`src/rtl/rvd_pkg.sv`:
```
// Package of the RMS vector distance block: widths, reset values and shared types.
// No dependencies; imported by every module of the block.
`default_nettype none

package rvd_pkg;

	// Largest vector length; longer settings are clamped to it.
	localparam int MAX_DIM = 4096;

	// Field and register widths.
	localparam int DATA_W        = 16;
	localparam int VEC_LEN_W     = 13;
	localparam int VEC_LEN_RESET = 128;

	// Effective length and element count both hold values up to MAX_DIM.
	localparam int LEN_W = $clog2(MAX_DIM + 1);

	// Root width and the (even) width of the running sum of squares.
	localparam int SQ_W  = (33 + $clog2(MAX_DIM)) / 2;
	localparam int SUM_W = 2 * SQ_W;

	// Width of the shared compare-subtract unit (root remainder bound plus margin).
	localparam int CS_W = SQ_W + 4;

	// Step counter covers the longer of the divide and root loops.
	localparam int ITER_W = $clog2(SUM_W);

	// Result of the shared compare-subtract unit.
	typedef struct packed {
		logic            ge;
		logic [CS_W-1:0] diff;
	} cs_res_t;

endpackage

`default_nettype wire

```
`src/rtl/rvd_cmpsub.sv`:
```
// Shared compare-subtract unit used by the divider and the square root steps.
// Depends on rvd_pkg for its width and result type.
`default_nettype none

module rvd_cmpsub (
	input  wire logic [rvd_pkg::CS_W-1:0] lhs,
	input  wire logic [rvd_pkg::CS_W-1:0] rhs,
	output rvd_pkg::cs_res_t              res
);
	import rvd_pkg::*;

	logic [CS_W:0] wide_diff;

	// One subtractor gives both the difference and the compare from its borrow.
	always_comb begin
		wide_diff = {1'b0, lhs} - {1'b0, rhs};
		res.ge    = ~wide_diff[CS_W];
		res.diff  = wide_diff[CS_W-1:0];
	end

endmodule

`default_nettype wire

```
`src/rtl/rvd_seq.sv`:
```
// Sequencer and datapath: squares each difference, accumulates, then divides
// and takes the root one bit a cycle. Depends on rvd_pkg and rvd_cmpsub.
`default_nettype none

module rvd_seq (
	input  wire logic                        clk,
	input  wire logic                        arst_n,
	input  wire logic                        in_valid,
	output logic                             in_ready,
	input  wire logic [rvd_pkg::DATA_W-1:0]  coord_a,
	input  wire logic [rvd_pkg::DATA_W-1:0]  coord_b,
	input  wire logic [rvd_pkg::LEN_W-1:0]   eff_len,
	output logic                             res_valid,
	input  wire logic                        res_ready,
	output logic [rvd_pkg::DATA_W-1:0]       res_data
);
	import rvd_pkg::*;

	localparam logic [2:0] ST_IDLE = 3'd0;
	localparam logic [2:0] ST_MUL  = 3'd1;
	localparam logic [2:0] ST_ACC  = 3'd2;
	localparam logic [2:0] ST_DIV  = 3'd3;
	localparam logic [2:0] ST_SQRT = 3'd4;
	localparam logic [2:0] ST_HOLD = 3'd5;

	logic [2:0]          state_q;
	logic [SUM_W-1:0]    sum_q;
	logic [LEN_W-1:0]    count_q;
	logic [ITER_W-1:0]   iter_q;
	logic [DATA_W-1:0]   absdiff_q;
	logic [2*DATA_W-1:0] prod_q;
	logic [CS_W-1:0]     rem_q;
	logic [SQ_W-1:0]     root_q;

	logic [DATA_W:0]     diff;
	logic [DATA_W-1:0]   absdiff;
	logic [SUM_W-1:0]    sum_next;
	logic [LEN_W-1:0]    count_next;
	logic                vec_done;
	logic [CS_W-1:0]     cs_lhs;
	logic [CS_W-1:0]     cs_rhs;
	cs_res_t             cs_res;

	assign in_ready  = (state_q == ST_IDLE);
	assign res_valid = (state_q == ST_HOLD);
	assign res_data  = root_q[DATA_W-1:0];

	// Absolute difference of the two signed coordinates; it always fits 16 bits.
	always_comb begin
		diff    = {coord_a[DATA_W-1], coord_a} - {coord_b[DATA_W-1], coord_b};
		absdiff = diff[DATA_W] ? DATA_W'(-diff) : diff[DATA_W-1:0];
	end

	// Running sum and element count as they stand after this item.
	always_comb begin
		sum_next   = sum_q + SUM_W'(prod_q);
		count_next = count_q + LEN_W'(1);
		vec_done   = (count_next >= eff_len);
	end

	// Operand selection for the shared unit: divide step or root step.
	always_comb begin
		if (state_q == ST_SQRT) begin
			cs_lhs = {rem_q[CS_W-3:0], sum_q[SUM_W-1 -: 2]};
			cs_rhs = CS_W'({root_q, 2'b01});
		end else begin
			cs_lhs = CS_W'({rem_q[LEN_W-1:0], sum_q[SUM_W-1]});
			cs_rhs = CS_W'(eff_len);
		end
	end

	rvd_cmpsub u_cmpsub (
		.lhs (cs_lhs),
		.rhs (cs_rhs),
		.res (cs_res)
	);

	// Control state, running sum and element count.
	always_ff @(posedge clk or negedge arst_n) begin
		if (!arst_n) begin
			state_q <= ST_IDLE;
			sum_q   <= '0;
			count_q <= '0;
			iter_q  <= '0;
		end else begin
			unique case (state_q)
				ST_IDLE: begin
					if (in_valid) begin
						state_q <= ST_MUL;
					end
				end
				ST_MUL: begin
					state_q <= ST_ACC;
				end
				ST_ACC: begin
					sum_q <= sum_next;
					if (vec_done) begin
						count_q <= '0;
						iter_q  <= ITER_W'(SUM_W - 1);
						state_q <= ST_DIV;
					end else begin
						count_q <= count_next;
						state_q <= ST_IDLE;
					end
				end
				ST_DIV: begin
					// Quotient bits shift in where the dividend bits leave.
					sum_q <= {sum_q[SUM_W-2:0], cs_res.ge};
					if (iter_q == '0) begin
						iter_q  <= ITER_W'(SQ_W - 1);
						state_q <= ST_SQRT;
					end else begin
						iter_q <= iter_q - ITER_W'(1);
					end
				end
				ST_SQRT: begin
					// Two radicand bits are consumed each step.
					sum_q <= {sum_q[SUM_W-3:0], 2'b00};
					if (iter_q == '0) begin
						state_q <= ST_HOLD;
					end else begin
						iter_q <= iter_q - ITER_W'(1);
					end
				end
				ST_HOLD: begin
					if (res_ready) begin
						sum_q   <= '0;
						state_q <= ST_IDLE;
					end
				end
				default: begin
					state_q <= ST_IDLE;
				end
			endcase
		end
	end

	// Datapath registers: difference, square, remainder and root.
	always_ff @(posedge clk) begin
		unique case (state_q)
			ST_IDLE: begin
				absdiff_q <= absdiff;
			end
			ST_MUL: begin
				prod_q <= absdiff_q * absdiff_q;
			end
			ST_ACC: begin
				rem_q <= '0;
			end
			ST_DIV: begin
				if (iter_q == '0) begin
					rem_q  <= '0;
					root_q <= '0;
				end else if (cs_res.ge) begin
					rem_q <= cs_res.diff;
				end else begin
					rem_q <= cs_lhs;
				end
			end
			ST_SQRT: begin
				if (cs_res.ge) begin
					rem_q  <= cs_res.diff;
					root_q <= {root_q[SQ_W-2:0], 1'b1};
				end else begin
					rem_q  <= cs_lhs;
					root_q <= {root_q[SQ_W-2:0], 1'b0};
				end
			end
			default: begin
			end
		endcase
	end

endmodule

`default_nettype wire

```
`src/rtl/rms_vector_distance_top.sv`:
```
// RMS vector distance, top level: length register, output register, sequencer.
// Depends on rvd_pkg and rvd_seq.
//
// Each input item on the s_ group carries one coordinate pair (signed Q8.8).
// The block squares the difference and adds it to a running sum. When the
// pair that completes a vector arrives (vector length set by cfg_wdata when
// cfg_wen is high; 0 acts as 1, values above the maximum are clamped), the
// sum is divided by the length and the floor square root goes out on the m_
// group as one unsigned Q8.8 item.
// Sequencing: each item passes the MUL and ACC states, and no new item is
// taken until the block is back in IDLE. The completing item also runs 44
// divide steps and 22 root steps; both loops run on one shared
// compare-subtract unit that yields one quotient or root bit a cycle.
// Reset sets the length to 128, clears the sum and count, drops any result.
// A stalled receiver keeps its result in the output register while the next
// vector is accumulated; a further result waits in the sequencer, and input
// is held off until the output register frees up.
`default_nettype none

module rms_vector_distance_top (
	input  wire logic                           clk,
	input  wire logic                           arst_n,
	// s_tdata fields from bit 0: coord_a[15:0], coord_b[15:0].
	input  wire logic                           s_tvalid,
	output logic                                s_tready,
	input  wire logic [2*rvd_pkg::DATA_W-1:0]   s_tdata,
	// m_tdata fields from bit 0: rms_dist[15:0].
	output logic                                m_tvalid,
	input  wire logic                           m_tready,
	output logic [rvd_pkg::DATA_W-1:0]          m_tdata,
	input  wire logic                           cfg_wen,
	input  wire logic [rvd_pkg::VEC_LEN_W-1:0]  cfg_wdata
);
	import rvd_pkg::*;

	logic [VEC_LEN_W-1:0] vec_len_q;
	logic [LEN_W-1:0]     eff_len;
	logic                 res_valid;
	logic                 res_ready;
	logic [DATA_W-1:0]    res_data;
	logic                 m_tvalid_q;
	logic [DATA_W-1:0]    m_tdata_q;

	// Vector length register.
	always_ff @(posedge clk or negedge arst_n) begin
		if (!arst_n) begin
			vec_len_q <= VEC_LEN_W'(VEC_LEN_RESET);
		end else if (cfg_wen) begin
			vec_len_q <= cfg_wdata;
		end
	end

	// Effective length: zero counts as one, long settings are clamped.
	always_comb begin
		priority if (vec_len_q == '0) begin
			eff_len = LEN_W'(1);
		end else if (32'(vec_len_q) > 32'(MAX_DIM)) begin
			eff_len = LEN_W'(MAX_DIM);
		end else begin
			eff_len = LEN_W'(vec_len_q);
		end
	end

	rvd_seq u_seq (
		.clk       (clk),
		.arst_n    (arst_n),
		.in_valid  (s_tvalid),
		.in_ready  (s_tready),
		.coord_a   (s_tdata[DATA_W-1:0]),
		.coord_b   (s_tdata[2*DATA_W-1:DATA_W]),
		.eff_len   (eff_len),
		.res_valid (res_valid),
		.res_ready (res_ready),
		.res_data  (res_data)
	);

	// Output register: takes a result whenever it is empty or being drained.
	assign res_ready = !m_tvalid_q || m_tready;

	always_ff @(posedge clk or negedge arst_n) begin
		if (!arst_n) begin
			m_tvalid_q <= 1'b0;
		end else if (res_ready) begin
			m_tvalid_q <= res_valid;
		end
	end

	always_ff @(posedge clk) begin
		if (res_ready && res_valid) begin
			m_tdata_q <= res_data;
		end
	end

	assign m_tvalid = m_tvalid_q;
	assign m_tdata  = m_tdata_q;

endmodule

`default_nettype wire

```
`config.mk`:
```
export PLATFORM = sky130hd
export DESIGN_NAME = rms_vector_distance_top
export DESIGN_NICKNAME = d
export VERILOG_FILES = /design/src/rtl/rvd_pkg.sv /design/src/rtl/rvd_cmpsub.sv /design/src/rtl/rvd_seq.sv /design/src/rtl/rms_vector_distance_top.sv
export SDC_FILE = /design/constraint.sdc
export NUM_CORES = 1
export LEC_CHECK = 0
export BUFFER_PORTS_ARGS = -buffer_cell sky130_fd_sc_hd__buf_2
export CAP_MARGIN = 20
export CORE_ASPECT_RATIO = 0.7
export CORE_MARGIN = 2
export CORE_UTILIZATION = 70
export CTS_CLUSTER_DIAMETER = 30
export DETAILED_ROUTE_END_ITERATION = 16
export HOLD_SLACK_MARGIN = 0.05
export MAX_ROUTING_LAYER = met4
export PLACE_DENSITY_LB_ADDON = 0.08
export SETUP_SLACK_MARGIN = 0.02
export SLEW_MARGIN = 20
export SYNTH_ARGS = -nofsm -noshare
export SYNTH_HDL_FRONTEND = slang
export SYNTH_HIERARCHICAL = 1
export SYNTH_SLANG_ARGS = --single-unit
```
`constraint.sdc`:
```
create_clock -name clk -period 13.8 [get_ports clk]
set_input_delay 2.07 -clock clk [delete_from_list [all_inputs] [get_ports clk]]
set_output_delay 2.07 -clock clk [all_outputs]
set_load 0.02 [all_outputs]
```
==> results of run 1 <==
==> flip-flops by register name, summed over array words and instances (netlist names) <==
signal,count
u_seq/rem_q,24
u_seq/prod_q,31
vec_len_q,13
u_seq/iter_q,6
u_seq/absdiff_q,16
m_tvalid,1
u_seq/state_q,3
u_seq/count_q,13
u_seq/root_q,22
m_tdata,16
u_seq/sum_q,44
==> critical path: stages (launching register included) <==
cell and delay [ns]:
sky130_fd_sc_hd__edfxtp_1 0.65, sky130_fd_sc_hd__nand2_1 0.23, sky130_fd_sc_hd__inv_1 0.09, sky130_fd_sc_hd__fa_1 0.54, sky130_fd_sc_hd__inv_1 0.06, sky130_fd_sc_hd__fa_1 0.53, sky130_fd_sc_hd__inv_1 0.05, sky130_fd_sc_hd__fa_1 0.49
sky130_fd_sc_hd__inv_1 0.05, sky130_fd_sc_hd__fa_1 0.52, sky130_fd_sc_hd__inv_1 0.05, sky130_fd_sc_hd__fa_1 0.47, sky130_fd_sc_hd__inv_1 0.05, sky130_fd_sc_hd__fa_1 0.47, sky130_fd_sc_hd__inv_1 0.04, sky130_fd_sc_hd__ha_1 0.34
sky130_fd_sc_hd__nand2_1 0.12, sky130_fd_sc_hd__o21ai_0 0.11, sky130_fd_sc_hd__a221o_1 0.33, sky130_fd_sc_hd__nand2_1 0.12, sky130_fd_sc_hd__nand3_1 0.19, sky130_fd_sc_hd__a221oi_1 0.75, sky130_fd_sc_hd__o21ai_0 0.33, sky130_fd_sc_hd__o311ai_0 0.38
==> layer usage <==
| metal | GRT usage | vias up | share of wire |
|---|---|---|---|
| li1 | - | 7790 | - |
| met1 | 0.489 | 8104 | 0.47 |
| met2 | 0.468 | 678 | 0.43 |
| met3 | 0.0752 | 50 | 0.092 |
| met4 | 0.0663 | 0 | 0.013 |
| met5 | - | - | 0 |
==> area by class of cell <==
cell class	count	share of cell area
Multi-Input combinational cell	1656	0.629
Timing Repair Buffer	83	0.0212
Clock inverter	11	0.00513
Tap cell	378	0.0215
Inverter	347	0.0593
Clock buffer	21	0.0239
Sequential cell	189	0.240
==> per-stage QoR <==
step / hold slack (ns) / cell area (um2) / worst slack [ns]
3_3_place_gp: 0.429 / 21300 / 6.94
2_1_floorplan: 0.466 / 20900 / 7.42
5_1_grt: 0.462 / 22000 / 6.17
4_1_cts: 0.446 / 21900 / 6.69
6_report: 0.444 / 22000 / 6.64
3_5_place_dp: 0.431 / 21300 / 6.79
==> worst max-delay path by stage <==
stage,cells after the start,from,endpoint
2_1_floorplan,21,u_seq/absdiff_q[1],u_seq/prod_q[28]
3_3_place_gp,23,u_seq/absdiff_q[9],u_seq/prod_q[29]
3_5_place_dp,22,u_seq/absdiff_q[9],u_seq/prod_q[29]
4_1_cts,22,u_seq/absdiff_q[9],u_seq/prod_q[29]
5_1_grt,18,u_seq/absdiff_q[1],u_seq/prod_q[29]
6_report,23,u_seq/absdiff_q[8],u_seq/prod_q[29]
==> metrics.json, run 1 <==
{
  "status": {"value": "complete, no violations"},
  "hold_path_end": {"value": "m_tdata[10]"},
  "htree_num_levels": {"value": 4},
  "postCtsSetupBuffers": {"value": 0},
  "numCtsBuffers": {"value": 17},
  "route.detailed.vias_per_inst": {"value": 6.19},
  "floorplan.die_area": {"value": 31200, "unit": "um2"},
  "critical_path_startpoint_category": {"value": "register"},
  "hold_crit_class": {"value": "reg2reg"},
  "vias": {"value": 16600},
  "wl": {"value": 48000, "unit": "um"},
  "maxSlewHeadroom": {"value": 0.318},
  "setup_viol_count_final": {"value": 0},
  "detail_route.wl_per_cell": {"value": 17.9, "unit": "um"},
  "clock-sinks": {"value": 189},
  "n_fill_cell": {"value": 2060},
  "cp_data_arrival_time": {"value": 7.41, "unit": "ns"},
  "sequential_cell_area": {"value": 5280, "unit": "um2"},
  "top_level_ports": {"value": 68},
  "layout_common_cells": {"value": "sky130_fd_sc_hd__inv_1, sky130_fd_sc_hd__nand2_1, sky130_fd_sc_hd__ha_1"},
  "worstHoldStart": {"value": "u_seq/root_q[10]"},
  "syn-instance-count": {"value": 2302},
  "globalRoute.totalOverflow": {"value": 0},
  "fin_crit_sh": {"value": 0.519},
  "resize_count_post_cts": {"value": 0},
  "synth_warnings": {"value": 6},
  "worst_skew_pair.late_latency": {"value": 0.45, "unit": "ns"},
  "gp_routability_congestion": {"value": 0.935},
  "initial_antenna_violation_count": {"value": 0},
  "die_height": {"value": 148, "unit": "um"},
  "post-route-util": {"value": 0.755},
  "worst-r2r-setup-slack": {"value": 6.64, "unit": "ns"},
  "hpwl_after_detailed_placement": {"value": 36700, "unit": "um"},
  "die-width": {"value": 210, "unit": "um"},
  "grt_pass1_vias": {"value": 16100},
  "initial_core_util": {"value": 0.717},
  "multi_input_area": {"value": 13800, "unit": "um2"},
  "clockBufferDepth": {"value": 2},
  "cts.root.buffer_cell": {"value": "sky130_fd_sc_hd__clkbuf_16"},
  "placeableCoreArea": {"value": 29100, "unit": "um2"},
  "report.final.slew_viol_count": {"value": 0},
  "report.final.hold_viol_count": {"value": 0},
  "tightest_slew": {"value": 1.02, "unit": "ns"},
  "port-buffer-count": {"value": 67},
  "final_layout_size_suffix_gt1_frac": {"value": 0.0802},
  "tritoncts": {"value": "yes"},
  "postRouteAntennaNets": {"value": 0},
  "core.rowCount": {"value": 52},
  "drv_cap": {"value": 0},
  "cts.hold.buffers_added": {"value": 0},
  "regToRegStartpoint": {"value": "u_seq/absdiff_q[8]"},
  "syn_area": {"value": 20900, "unit": "um2"},
  "fin_setup_tns": {"value": 0, "unit": "ns"},
  "max_clock_freq": {"value": 0.140, "unit": "GHz"},
  "drt_first_pass_iters": {"value": 6},
  "dp_cells": {"value": 2652},
  "timing.critical_path.required": {"value": 14.06, "unit": "ns"},
  "drt_first_iter_violations": {"value": 1656},
  "nets": {"value": 2701},
  "reg2reg_to": {"value": "u_seq/prod_q[29]"},
  "area_growth_syn_to_layout": {"value": 5.33, "unit": "%"},
  "layout.cells.most_common": {"value": "sky130_fd_sc_hd__inv_1"},
  "rsz_0062_raised_after_global_routing": {"value": "false"},
  "post_synth.cell_area_avg": {"value": 9.06, "unit": "um2"},
  "grt_util_all_layers": {"value": 0.330},
  "grt_pass1_wl": {"value": 80600, "unit": "um"},
  "detail_route.drc_violations": {"value": 0},
  "worst_hold_path_stage_count": {"value": 0},
  "endpoint_kind": {"value": "register"},
  "clock_slew_seen_by_the_registers_of_the_worst_setup_and_hold_paths": {"value": 0.07, "unit": "ns"},
  "clock_skew": {"value": 0.00926, "unit": "ns"},
  "critical_path_class": {"value": "reg2reg"},
  "worst_path_maximum_fanout": {"value": 16},
  "finalWorstPathRequiredPeriod": {"value": 7.16, "unit": "ns"},
  "r2r_cells": {"value": 23},
  "final_standard_cell_count_with_taps_included_and_fillers_excluded": {"value": 2685},
  "antenna_cells_inserted": {"value": 0},
  "grt_start_max_net_pins": {"value": 59}
}
Power of run 1 is left out: the tool's default activity adds up to more than one toggle a clock period on the data nets, which glitch-free logic cannot reach.
==> inputs of run 2 (changes only) <==
Settings changed: ABC_AREA set to 1, CORE_UTILIZATION 70 to 59.
Clock period 13.8 ns to 6.2 ns, I/O delays scaled along.
==> run 2 against run 1 <==
  * Sequential cell count did not move
  * Area after synthesis rose by 8.6%
  * Largest cell class unchanged
  * Synthesized cell count rose by 37%
  * Non-clock buffer count increased by 30
  * Register-to-register slack got worse by 6.3 ns
  * Routed wire length up 22%
  * Cell count is 38% higher
  * Design area increased by 9.6%
  * Global-route usage shrank 1.8 points
  * Critical path depth down 1
  * Via count grew 19%
  * First-iteration DRC count up 7.2%
==> metrics.json, run 2 <==
{
  "drt_first_iter_violations": {"value": 1775, "change": "+7.2%"},
  "placeableCoreArea": {"value": 37500, "unit": "um2", "change": "+29%"},
  "drv_cap": {"value": 0, "change": "unchanged"},
  "maxSlewHeadroom": {"value": 0.308, "change": "-0.00983"},
  "htree_num_levels": {"value": 4, "change": "unchanged"},
  "post_synth.cell_area_avg": {"value": 7.16, "unit": "um2", "change": "-21%"},
  "reg2reg_to": {"value": "u_seq/prod_q[29]"},
  "nets": {"value": 3609, "change": "+34%"},
  "worstHoldStart": {"value": "u_seq/root_q[8]"},
  "synth_warnings": {"value": 6, "change": "unchanged"},
  "hold_slack": {"value": 0.443, "unit": "ns", "change": "-0.000754 ns"},
  "critical_path_class": {"value": "reg2reg"},
  "hpwl_after_detailed_placement": {"value": 47100, "unit": "um", "change": "+28%"},
  "tightest_slew": {"value": 1.03, "unit": "ns", "change": "+0.0108 ns"},
  "fin_crit_sh": {"value": 0.948, "change": "+0.429"},
  "grt_pass1_vias": {"value": 19000, "change": "+18%"},
  "top_register": {"value": "u_seq/sum_q"},
  "detail_route.drc_violations": {"value": 0, "change": "unchanged"},
  "initial_antenna_violation_count": {"value": 0, "change": "unchanged"},
  "setup_viol_count_final": {"value": 0, "change": "unchanged"},
  "tritoncts": {"value": "yes"},
  "layout_common_cells": {"value": "sky130_fd_sc_hd__nand2_1, sky130_fd_sc_hd__inv_1, sky130_fd_sc_hd__nor2_1"},
  "endpoint_kind": {"value": "register"},
  "route.detailed.vias_per_inst": {"value": 5.36, "change": "-13%"},
  "grt_util_all_layers": {"value": 0.312, "change": "-0.0183"},
  "wl": {"value": 58400, "unit": "um", "change": "+22%"},
  "numCtsBuffers": {"value": 17, "change": "unchanged"},
  "post_dp_cell_area": {"value": 23300, "unit": "um2", "change": "+9.6%"},
  "timing.critical_path.required": {"value": 6.39, "unit": "ns", "change": "-7.67 ns"},
  "largest_reg_flops": {"value": 44, "change": "unchanged"},
  "grt_pass1_wl": {"value": 96500, "unit": "um", "change": "+20%"},
  "finalWorstPathRequiredPeriod": {"value": 5.88, "unit": "ns", "change": "-1.28 ns"},
  "report.final.hold_viol_count": {"value": 0, "change": "unchanged"},
  "regToRegStartpoint": {"value": "u_seq/absdiff_q[8]"},
  "cp_data_arrival_time": {"value": 6.07, "unit": "ns", "change": "-1.34 ns"},
  "top_level_ports": {"value": 68, "change": "unchanged"},
  "drt_first_pass_iters": {"value": 5, "change": "-1"},
  "gp_routability_congestion": {"value": 0.982, "change": "+5.0%"},
  "die_height": {"value": 168, "unit": "um", "change": "+13%"},
  "fin_setup_tns": {"value": 0, "unit": "ns", "change": "unchanged"},
  "max_clock_freq": {"value": 0.170, "unit": "GHz", "change": "+22%"},
  "layout.cells.most_common": {"value": "sky130_fd_sc_hd__nand2_1"},
  "hold_path_end": {"value": "m_tdata[8]"},
  "area_growth_syn_to_layout": {"value": 6.35, "unit": "%"},
  "vias": {"value": 19800, "change": "+19%"},
  "clock_skew": {"value": 0.0187, "unit": "ns", "change": "+0.00946 ns"},
  "final_layout_size_suffix_gt1_frac": {"value": 0.0678, "change": "-0.0124"},
  "critical_path_startpoint_category": {"value": "register"},
  "initial_core_util": {"value": 0.604, "change": "-0.113"},
  "antenna_cells_inserted": {"value": 0, "change": "unchanged"},
  "core.rowCount": {"value": 59, "change": "+13%"},
  "multi_input_area": {"value": 14200, "unit": "um2", "change": "+2.5%"},
  "status": {"value": "complete, no violations"},
  "worst-r2r-setup-slack": {"value": 0.32, "unit": "ns", "change": "-6.32 ns"},
  "floorplan.die_area": {"value": 40000, "unit": "um2", "change": "+28%"},
  "worst_hold_path_stage_count": {"value": 0, "change": "unchanged"},
  "postRouteAntennaNets": {"value": 0, "change": "unchanged"},
  "worst_path_maximum_fanout": {"value": 8, "change": "-8"},
  "worst_skew_pair.late_latency": {"value": 0.46, "unit": "ns", "change": "about the same"},
  "globalRoute.totalOverflow": {"value": 0, "change": "unchanged"},
  "layout.cell_area.non_filler": {"value": 24100, "unit": "um2", "change": "+9.6%"},
  "detail_route.wl_per_cell": {"value": 15.8, "unit": "um", "change": "-12%"},
  "grt_start_max_net_pins": {"value": 81, "change": "+37%"},
  "reg_top3": {"value": "u_seq/sum_q x44, u_seq/prod_q x31, u_seq/rem_q x24"},
  "clockBufferDepth": {"value": 2, "change": "unchanged"},
  "hold_crit_class": {"value": "reg2reg"},
  "cts.root.buffer_cell": {"value": "sky130_fd_sc_hd__clkbuf_16"},
  "rsz_0062_raised_after_global_routing": {"value": "true"},
  "report.final.slew_viol_count": {"value": 0, "change": "unchanged"},
  "sequential_cell_area": {"value": 5280, "unit": "um2", "change": "unchanged"},
  "syn-instance-count": {"value": 3164, "change": "+37%"},
  "die-width": {"value": 238, "unit": "um", "change": "+13%"},
  "syn_area": {"value": 22600, "unit": "um2", "change": "+8.6%"},
  "clock-sinks": {"value": 189, "change": "unchanged"},
  "port-buffer-count": {"value": 67, "change": "unchanged"},
  "r2r_cells": {"value": 22, "change": "-4.3%"},
  "n_fill_cell": {"value": 3451, "change": "+68%"},
  "clock_slew_seen_by_the_registers_of_the_worst_setup_and_hold_paths": {"value": 0.08, "unit": "ns", "change": "about the same"}
}
run 2: how the worst max path moves through the flow:
stage	start	end	slack, ns	cells past startpoint
6_report	u_seq/absdiff_q[8]	u_seq/prod_q[29]	0.32	22
5_1_grt	u_seq/absdiff_q[2]	u_seq/prod_q[26]	0.01	22
4_1_cts	u_seq/absdiff_q[10]	u_seq/prod_q[30]	0.16	17
3_5_place_dp	u_seq/absdiff_q[10]	u_seq/prod_q[30]	0.18	17
3_3_place_gp	u_seq/absdiff_q[11]	u_seq/prod_q[30]	0.30	17
2_1_floorplan	u_seq/absdiff_q[4]	u_seq/prod_q[31]	0.56	21
run 2: final cells by class:
| type | instances | share of cell area |
|---|---|---|
| Clock buffer | 22 | 0.0206 |
| Clock inverter | 10 | 0.00359 |
| Inverter | 728 | 0.114 |
| Multi-Input combinational cell | 2153 | 0.588 |
| Sequential cell | 189 | 0.219 |
| Tap cell | 488 | 0.0254 |
| Timing Repair Buffer | 113 | 0.0296 |
run 2: what timing repair did:
action | in CTS | in global routing
hold buffers | 0 | 0
endpoints found under the setup margin | 0 | 9
buffers inserted | 0 | 16
gates resized for setup | 0 | 1
run 2: per-stage QoR:
stage | utilization | std cells | setup WS [ns]
floorplan | - | 3165 | 0.556
global placement | 0.622 | 3655 | 0.297
detailed placement | 0.622 | 3655 | 0.184
CTS | 0.638 | 3687 | 0.160
global route | 0.642 | 3703 | 0.0150
finish | 0.642 | 3703 | 0.322
run 2: worst max-delay path: stages, from the launching register on:
cell                       delay, ns
sky130_fd_sc_hd__edfxtp_1       0.54
sky130_fd_sc_hd__nand2_1        0.24
sky130_fd_sc_hd__inv_1          0.09
sky130_fd_sc_hd__fa_1           0.54
sky130_fd_sc_hd__inv_1          0.05
sky130_fd_sc_hd__fa_1           0.52
sky130_fd_sc_hd__inv_1          0.05
sky130_fd_sc_hd__fa_1           0.50
sky130_fd_sc_hd__inv_1          0.05
sky130_fd_sc_hd__fa_1           0.53
sky130_fd_sc_hd__inv_1          0.05
sky130_fd_sc_hd__fa_1           0.48
sky130_fd_sc_hd__inv_1          0.05
sky130_fd_sc_hd__fa_1           0.48
sky130_fd_sc_hd__inv_1          0.04
sky130_fd_sc_hd__ha_1           0.34
sky130_fd_sc_hd__nand2_1        0.13
sky130_fd_sc_hd__nor2_1         0.06
sky130_fd_sc_hd__nor2_1         0.22
sky130_fd_sc_hd__nand2_1        0.22
sky130_fd_sc_hd__nand3_1        0.14
sky130_fd_sc_hd__nand3_1        0.13
sky130_fd_sc_hd__xor2_1         0.17
run 2: routing by layer:
| metal | part of all wire | vias to the layer above | wire length, um | track usage |
|---|---|---|---|---|
| met4 | 0.0086 | 0 | 502 | 0.0418 |
| met5 | 0 | - | 0 | - |
| li1 | - | 9812 | - | - |
| met2 | 0.40 | 697 | 23400 | 0.430 |
| met1 | 0.50 | 9292 | 29400 | 0.478 |
| met3 | 0.089 | 41 | 5170 | 0.0682 |
Power of run 2 is left out for the same reason.
==> inputs of run 3 (changes only) <==
Settings changed: CORE_UTILIZATION 59 to 60, CTS_BUF_LIST set to sky130_fd_sc_hd__clkbuf_4 sky130_fd_sc_hd__clkbuf_8.
==> run 3 against run 2 <==
  * Cell count about the same
  * Sequential cell count unchanged
  * Via count increased by 0.23%
  * Die area decreased by 1.6%
  * Worst hold slack got worse by 0.0037 ns
  * Design area decreased by 0.59%
  * Core utilization increased by 0.13 points
  * Global-route usage increased by 0.36 points
  * Register-to-register slack got worse by 0.02 ns
  * Critical endpoint is now u_seq/prod_q[30]
  * Largest cell class unchanged
==> metrics.json, run 3 (synthesis gave the netlist of run 2 again) <==
{
  "antenna_cells_inserted": {"value": 0, "change": "unchanged"},
  "dp_cells": {"value": 3650, "change": "-0.14%"},
  "grt_pass1_vias": {"value": 19200, "change": "+0.70%"},
  "drt_first_iter_violations": {"value": 1907, "change": "+7.4%"},
  "clockBufferDepth": {"value": 2, "change": "unchanged"},
  "drt_first_pass_iters": {"value": 6, "change": "+1"},
  "r2r_cells": {"value": 17, "change": "-23%"},
  "top_register": {"value": "u_seq/sum_q"},
  "detail_route.drc_violations": {"value": 0, "change": "unchanged"},
  "final_layout_size_suffix_gt1_frac": {"value": 0.0685, "change": "+0.000643"},
  "grt_pass1_wl": {"value": 96500, "unit": "um", "change": "about the same"},
  "worst_path_maximum_fanout": {"value": 13, "change": "+5"},
  "drv_cap": {"value": 0, "change": "unchanged"},
  "cts.root.buffer_cell": {"value": "sky130_fd_sc_hd__clkbuf_8"},
  "critical_path_startpoint_category": {"value": "register"},
  "regToRegStartpoint": {"value": "u_seq/absdiff_q[15]"},
  "timing.critical_path.to": {"value": "u_seq/prod_q[30]"},
  "hpwl_after_detailed_placement": {"value": 46800, "unit": "um", "change": "-0.62%"},
  "tightest_slew": {"value": 0.942, "unit": "ns", "change": "-0.0902 ns"},
  "report.final.hold_viol_count": {"value": 0, "change": "unchanged"},
  "initial_core_util": {"value": 0.608, "change": "+0.00479"},
  "status": {"value": "complete, no violations"},
  "final_standard_cell_count_with_taps_included_and_fillers_excluded": {"value": 3702, "change": "-0.027%"},
  "placeableCoreArea": {"value": 37200, "unit": "um2", "change": "-0.79%"},
  "critical_path_class": {"value": "reg2reg"},
  "clock_slew_seen_by_the_registers_of_the_worst_setup_and_hold_paths": {"value": 0.11, "unit": "ns", "change": "+0.03 ns"},
  "wl": {"value": 58100, "unit": "um", "change": "-0.57%"},
  "fin_setup_tns": {"value": 0, "unit": "ns", "change": "unchanged"},
  "globalRoute.totalOverflow": {"value": 0, "change": "unchanged"},
  "htree_num_levels": {"value": 4, "change": "unchanged"},
  "reg2reg_to": {"value": "u_seq/prod_q[30]"},
  "maxSlewHeadroom": {"value": 0.370, "change": "+0.0621"},
  "area_growth_syn_to_layout": {"value": 5.72, "unit": "%"},
  "numCtsBuffers": {"value": 17, "change": "unchanged"},
  "gp_routability_congestion": {"value": 0.958, "change": "-2.5%"},
  "reg_top3": {"value": "u_seq/sum_q x44, u_seq/prod_q x31, u_seq/rem_q x24"},
  "core.rowCount": {"value": 59, "change": "unchanged"},
  "n_fill_cell": {"value": 3386, "change": "-1.9%"},
  "clock_skew": {"value": 0.0207, "unit": "ns", "change": "+0.00194 ns"},
  "postRouteAntennaNets": {"value": 0, "change": "unchanged"},
  "route.detailed.vias_per_inst": {"value": 5.37, "change": "+0.25%"},
  "top_level_ports": {"value": 68, "change": "unchanged"},
  "setup.worst_path.start": {"value": "u_seq/absdiff_q[15]"},
  "cp_data_arrival_time": {"value": 6.18, "unit": "ns", "change": "+0.11 ns"},
  "nets": {"value": 3608, "change": "-0.028%"},
  "layout_common_cells": {"value": "sky130_fd_sc_hd__nand2_1, sky130_fd_sc_hd__inv_1, sky130_fd_sc_hd__nor2_1"},
  "fin_crit_sh": {"value": 0.952, "change": "+0.00370"},
  "max_clock_freq": {"value": 0.169, "unit": "GHz", "change": "-0.39%"},
  "rsz_0062_raised_after_global_routing": {"value": "false"},
  "floorplan.die_area": {"value": 39300, "unit": "um2", "change": "-1.6%"},
  "endpoint_kind": {"value": "register"},
  "grt_start_max_net_pins": {"value": 81, "change": "unchanged"},
  "die-width": {"value": 236, "unit": "um", "change": "-0.82%"},
  "timing.critical_path.required": {"value": 6.48, "unit": "ns", "change": "+0.09 ns"},
  "worst_skew_pair.late_latency": {"value": 0.53, "unit": "ns", "change": "+0.07 ns"},
  "setup_viol_count_final": {"value": 0, "change": "unchanged"},
  "hold_crit_class": {"value": "in2async"},
  "layout.cells.most_common": {"value": "sky130_fd_sc_hd__nand2_1"},
  "initial_antenna_violation_count": {"value": 0, "change": "unchanged"},
  "detail_route.wl_per_cell": {"value": 15.7, "unit": "um", "change": "-0.54%"},
  "vias": {"value": 19900, "change": "+0.23%"},
  "grt_util_all_layers": {"value": 0.316, "change": "+0.00355"},
  "port-buffer-count": {"value": 67, "change": "unchanged"},
  "largest_reg_flops": {"value": 44, "change": "unchanged"},
  "tritoncts": {"value": "yes"},
  "die_height": {"value": 167, "unit": "um", "change": "-0.82%"},
  "finalWorstPathRequiredPeriod": {"value": 5.90, "unit": "ns", "change": "+0.0229 ns"},
  "worst-r2r-setup-slack": {"value": 0.30, "unit": "ns", "change": "-0.02 ns"},
  "clock-sinks": {"value": 189, "change": "unchanged"},
  "report.final.slew_viol_count": {"value": 0, "change": "unchanged"}
}
-- run 3: changes by cell type in the layout (fill, tap and decap cells not counted), sizes merged --
cell    before  now
clkinv       2    6
inv        736  735
bufinv       0    1
buf        113  112
clkbuf      22   18
-- run 3: through the flow --
stage / setup WS [ns] / cell area, um2 / hold slack, ns / utilization
final: 0.299 / 23900 / 0.440 / 0.643
after global routing: 0.0456 / 23900 / 0.466 / 0.643
after CTS: 0.188 / 23700 / 0.453 / 0.638
after detailed placement: 0.209 / 23300 / 0.432 / 0.626
after global placement: 0.284 / 23300 / 0.429 / 0.626
after floorplan: 0.556 / 22600 / 0.424 / -
-- run 3: layout make-up --
class / instances / area [um2] / share of cell area
sequential: 189 / 5280 / 0.220
timing repair buffer: 112 / 739 / 0.0309
tap: 488 / 611 / 0.0255
clock buffer: 18 / 241 / 0.0101
multi-input combinational: 2153 / 14200 / 0.592
clock inverter: 14 / 170 / 0.00711
inverter: 728 / 2740 / 0.114
-- run 3: timing repair --
action / in CTS / in global routing
hold buffers: 0 / 0
endpoints found under the setup margin: 0 / 12
gates resized for setup: 0 / 0
buffers inserted: 0 / 19
-- run 3: routing by layer --
| layer | GRT usage | routed length [um] | vias to the layer above |
|---|---|---|---|
| met3 | 0.0713 | 5230 | 50 |
| met1 | 0.462 | 28300 | 9364 |
| met4 | 0.0567 | 577 | 0 |
| li1 | - | - | 9793 |
| met2 | 0.452 | 24000 | 680 |
| met5 | - | 0 | - |
-- run 3: critical path, stage by stage, from the launching register on --
cell	delay, ns
sky130_fd_sc_hd__edfxtp_1	0.64
sky130_fd_sc_hd__nand2_1	0.16
sky130_fd_sc_hd__fa_1	0.62
sky130_fd_sc_hd__inv_1	0.08
sky130_fd_sc_hd__fa_1	0.51
sky130_fd_sc_hd__fa_1	0.52
sky130_fd_sc_hd__fa_1	0.52
sky130_fd_sc_hd__fa_1	0.55
sky130_fd_sc_hd__inv_1	0.06
sky130_fd_sc_hd__fa_1	0.53
sky130_fd_sc_hd__inv_1	0.04
sky130_fd_sc_hd__ha_1	0.36
sky130_fd_sc_hd__nand2_1	0.13
sky130_fd_sc_hd__nor3_1	0.27
sky130_fd_sc_hd__nand4_1	0.13
sky130_fd_sc_hd__nand3_1	0.27
sky130_fd_sc_hd__a21oi_1	0.13
sky130_fd_sc_hd__xor2_1	0.16
-- run 3: worst min path at each step --
| stage | to | slack, ns | cells past startpoint |
|---|---|---|---|
| floorplan | u_seq/prod_q[0] | 0.42 | 0 |
| global placement | m_tdata[0] | 0.43 | 0 |
| detailed placement | m_tdata[1] | 0.43 | 0 |
| CTS | m_tdata[1] | 0.45 | 0 |
| global route | m_tdata[0] | 0.47 | 0 |
| finish | u_seq/sum_q[5] | 0.44 | 1 |
Power of run 3 is left out for the same reason.
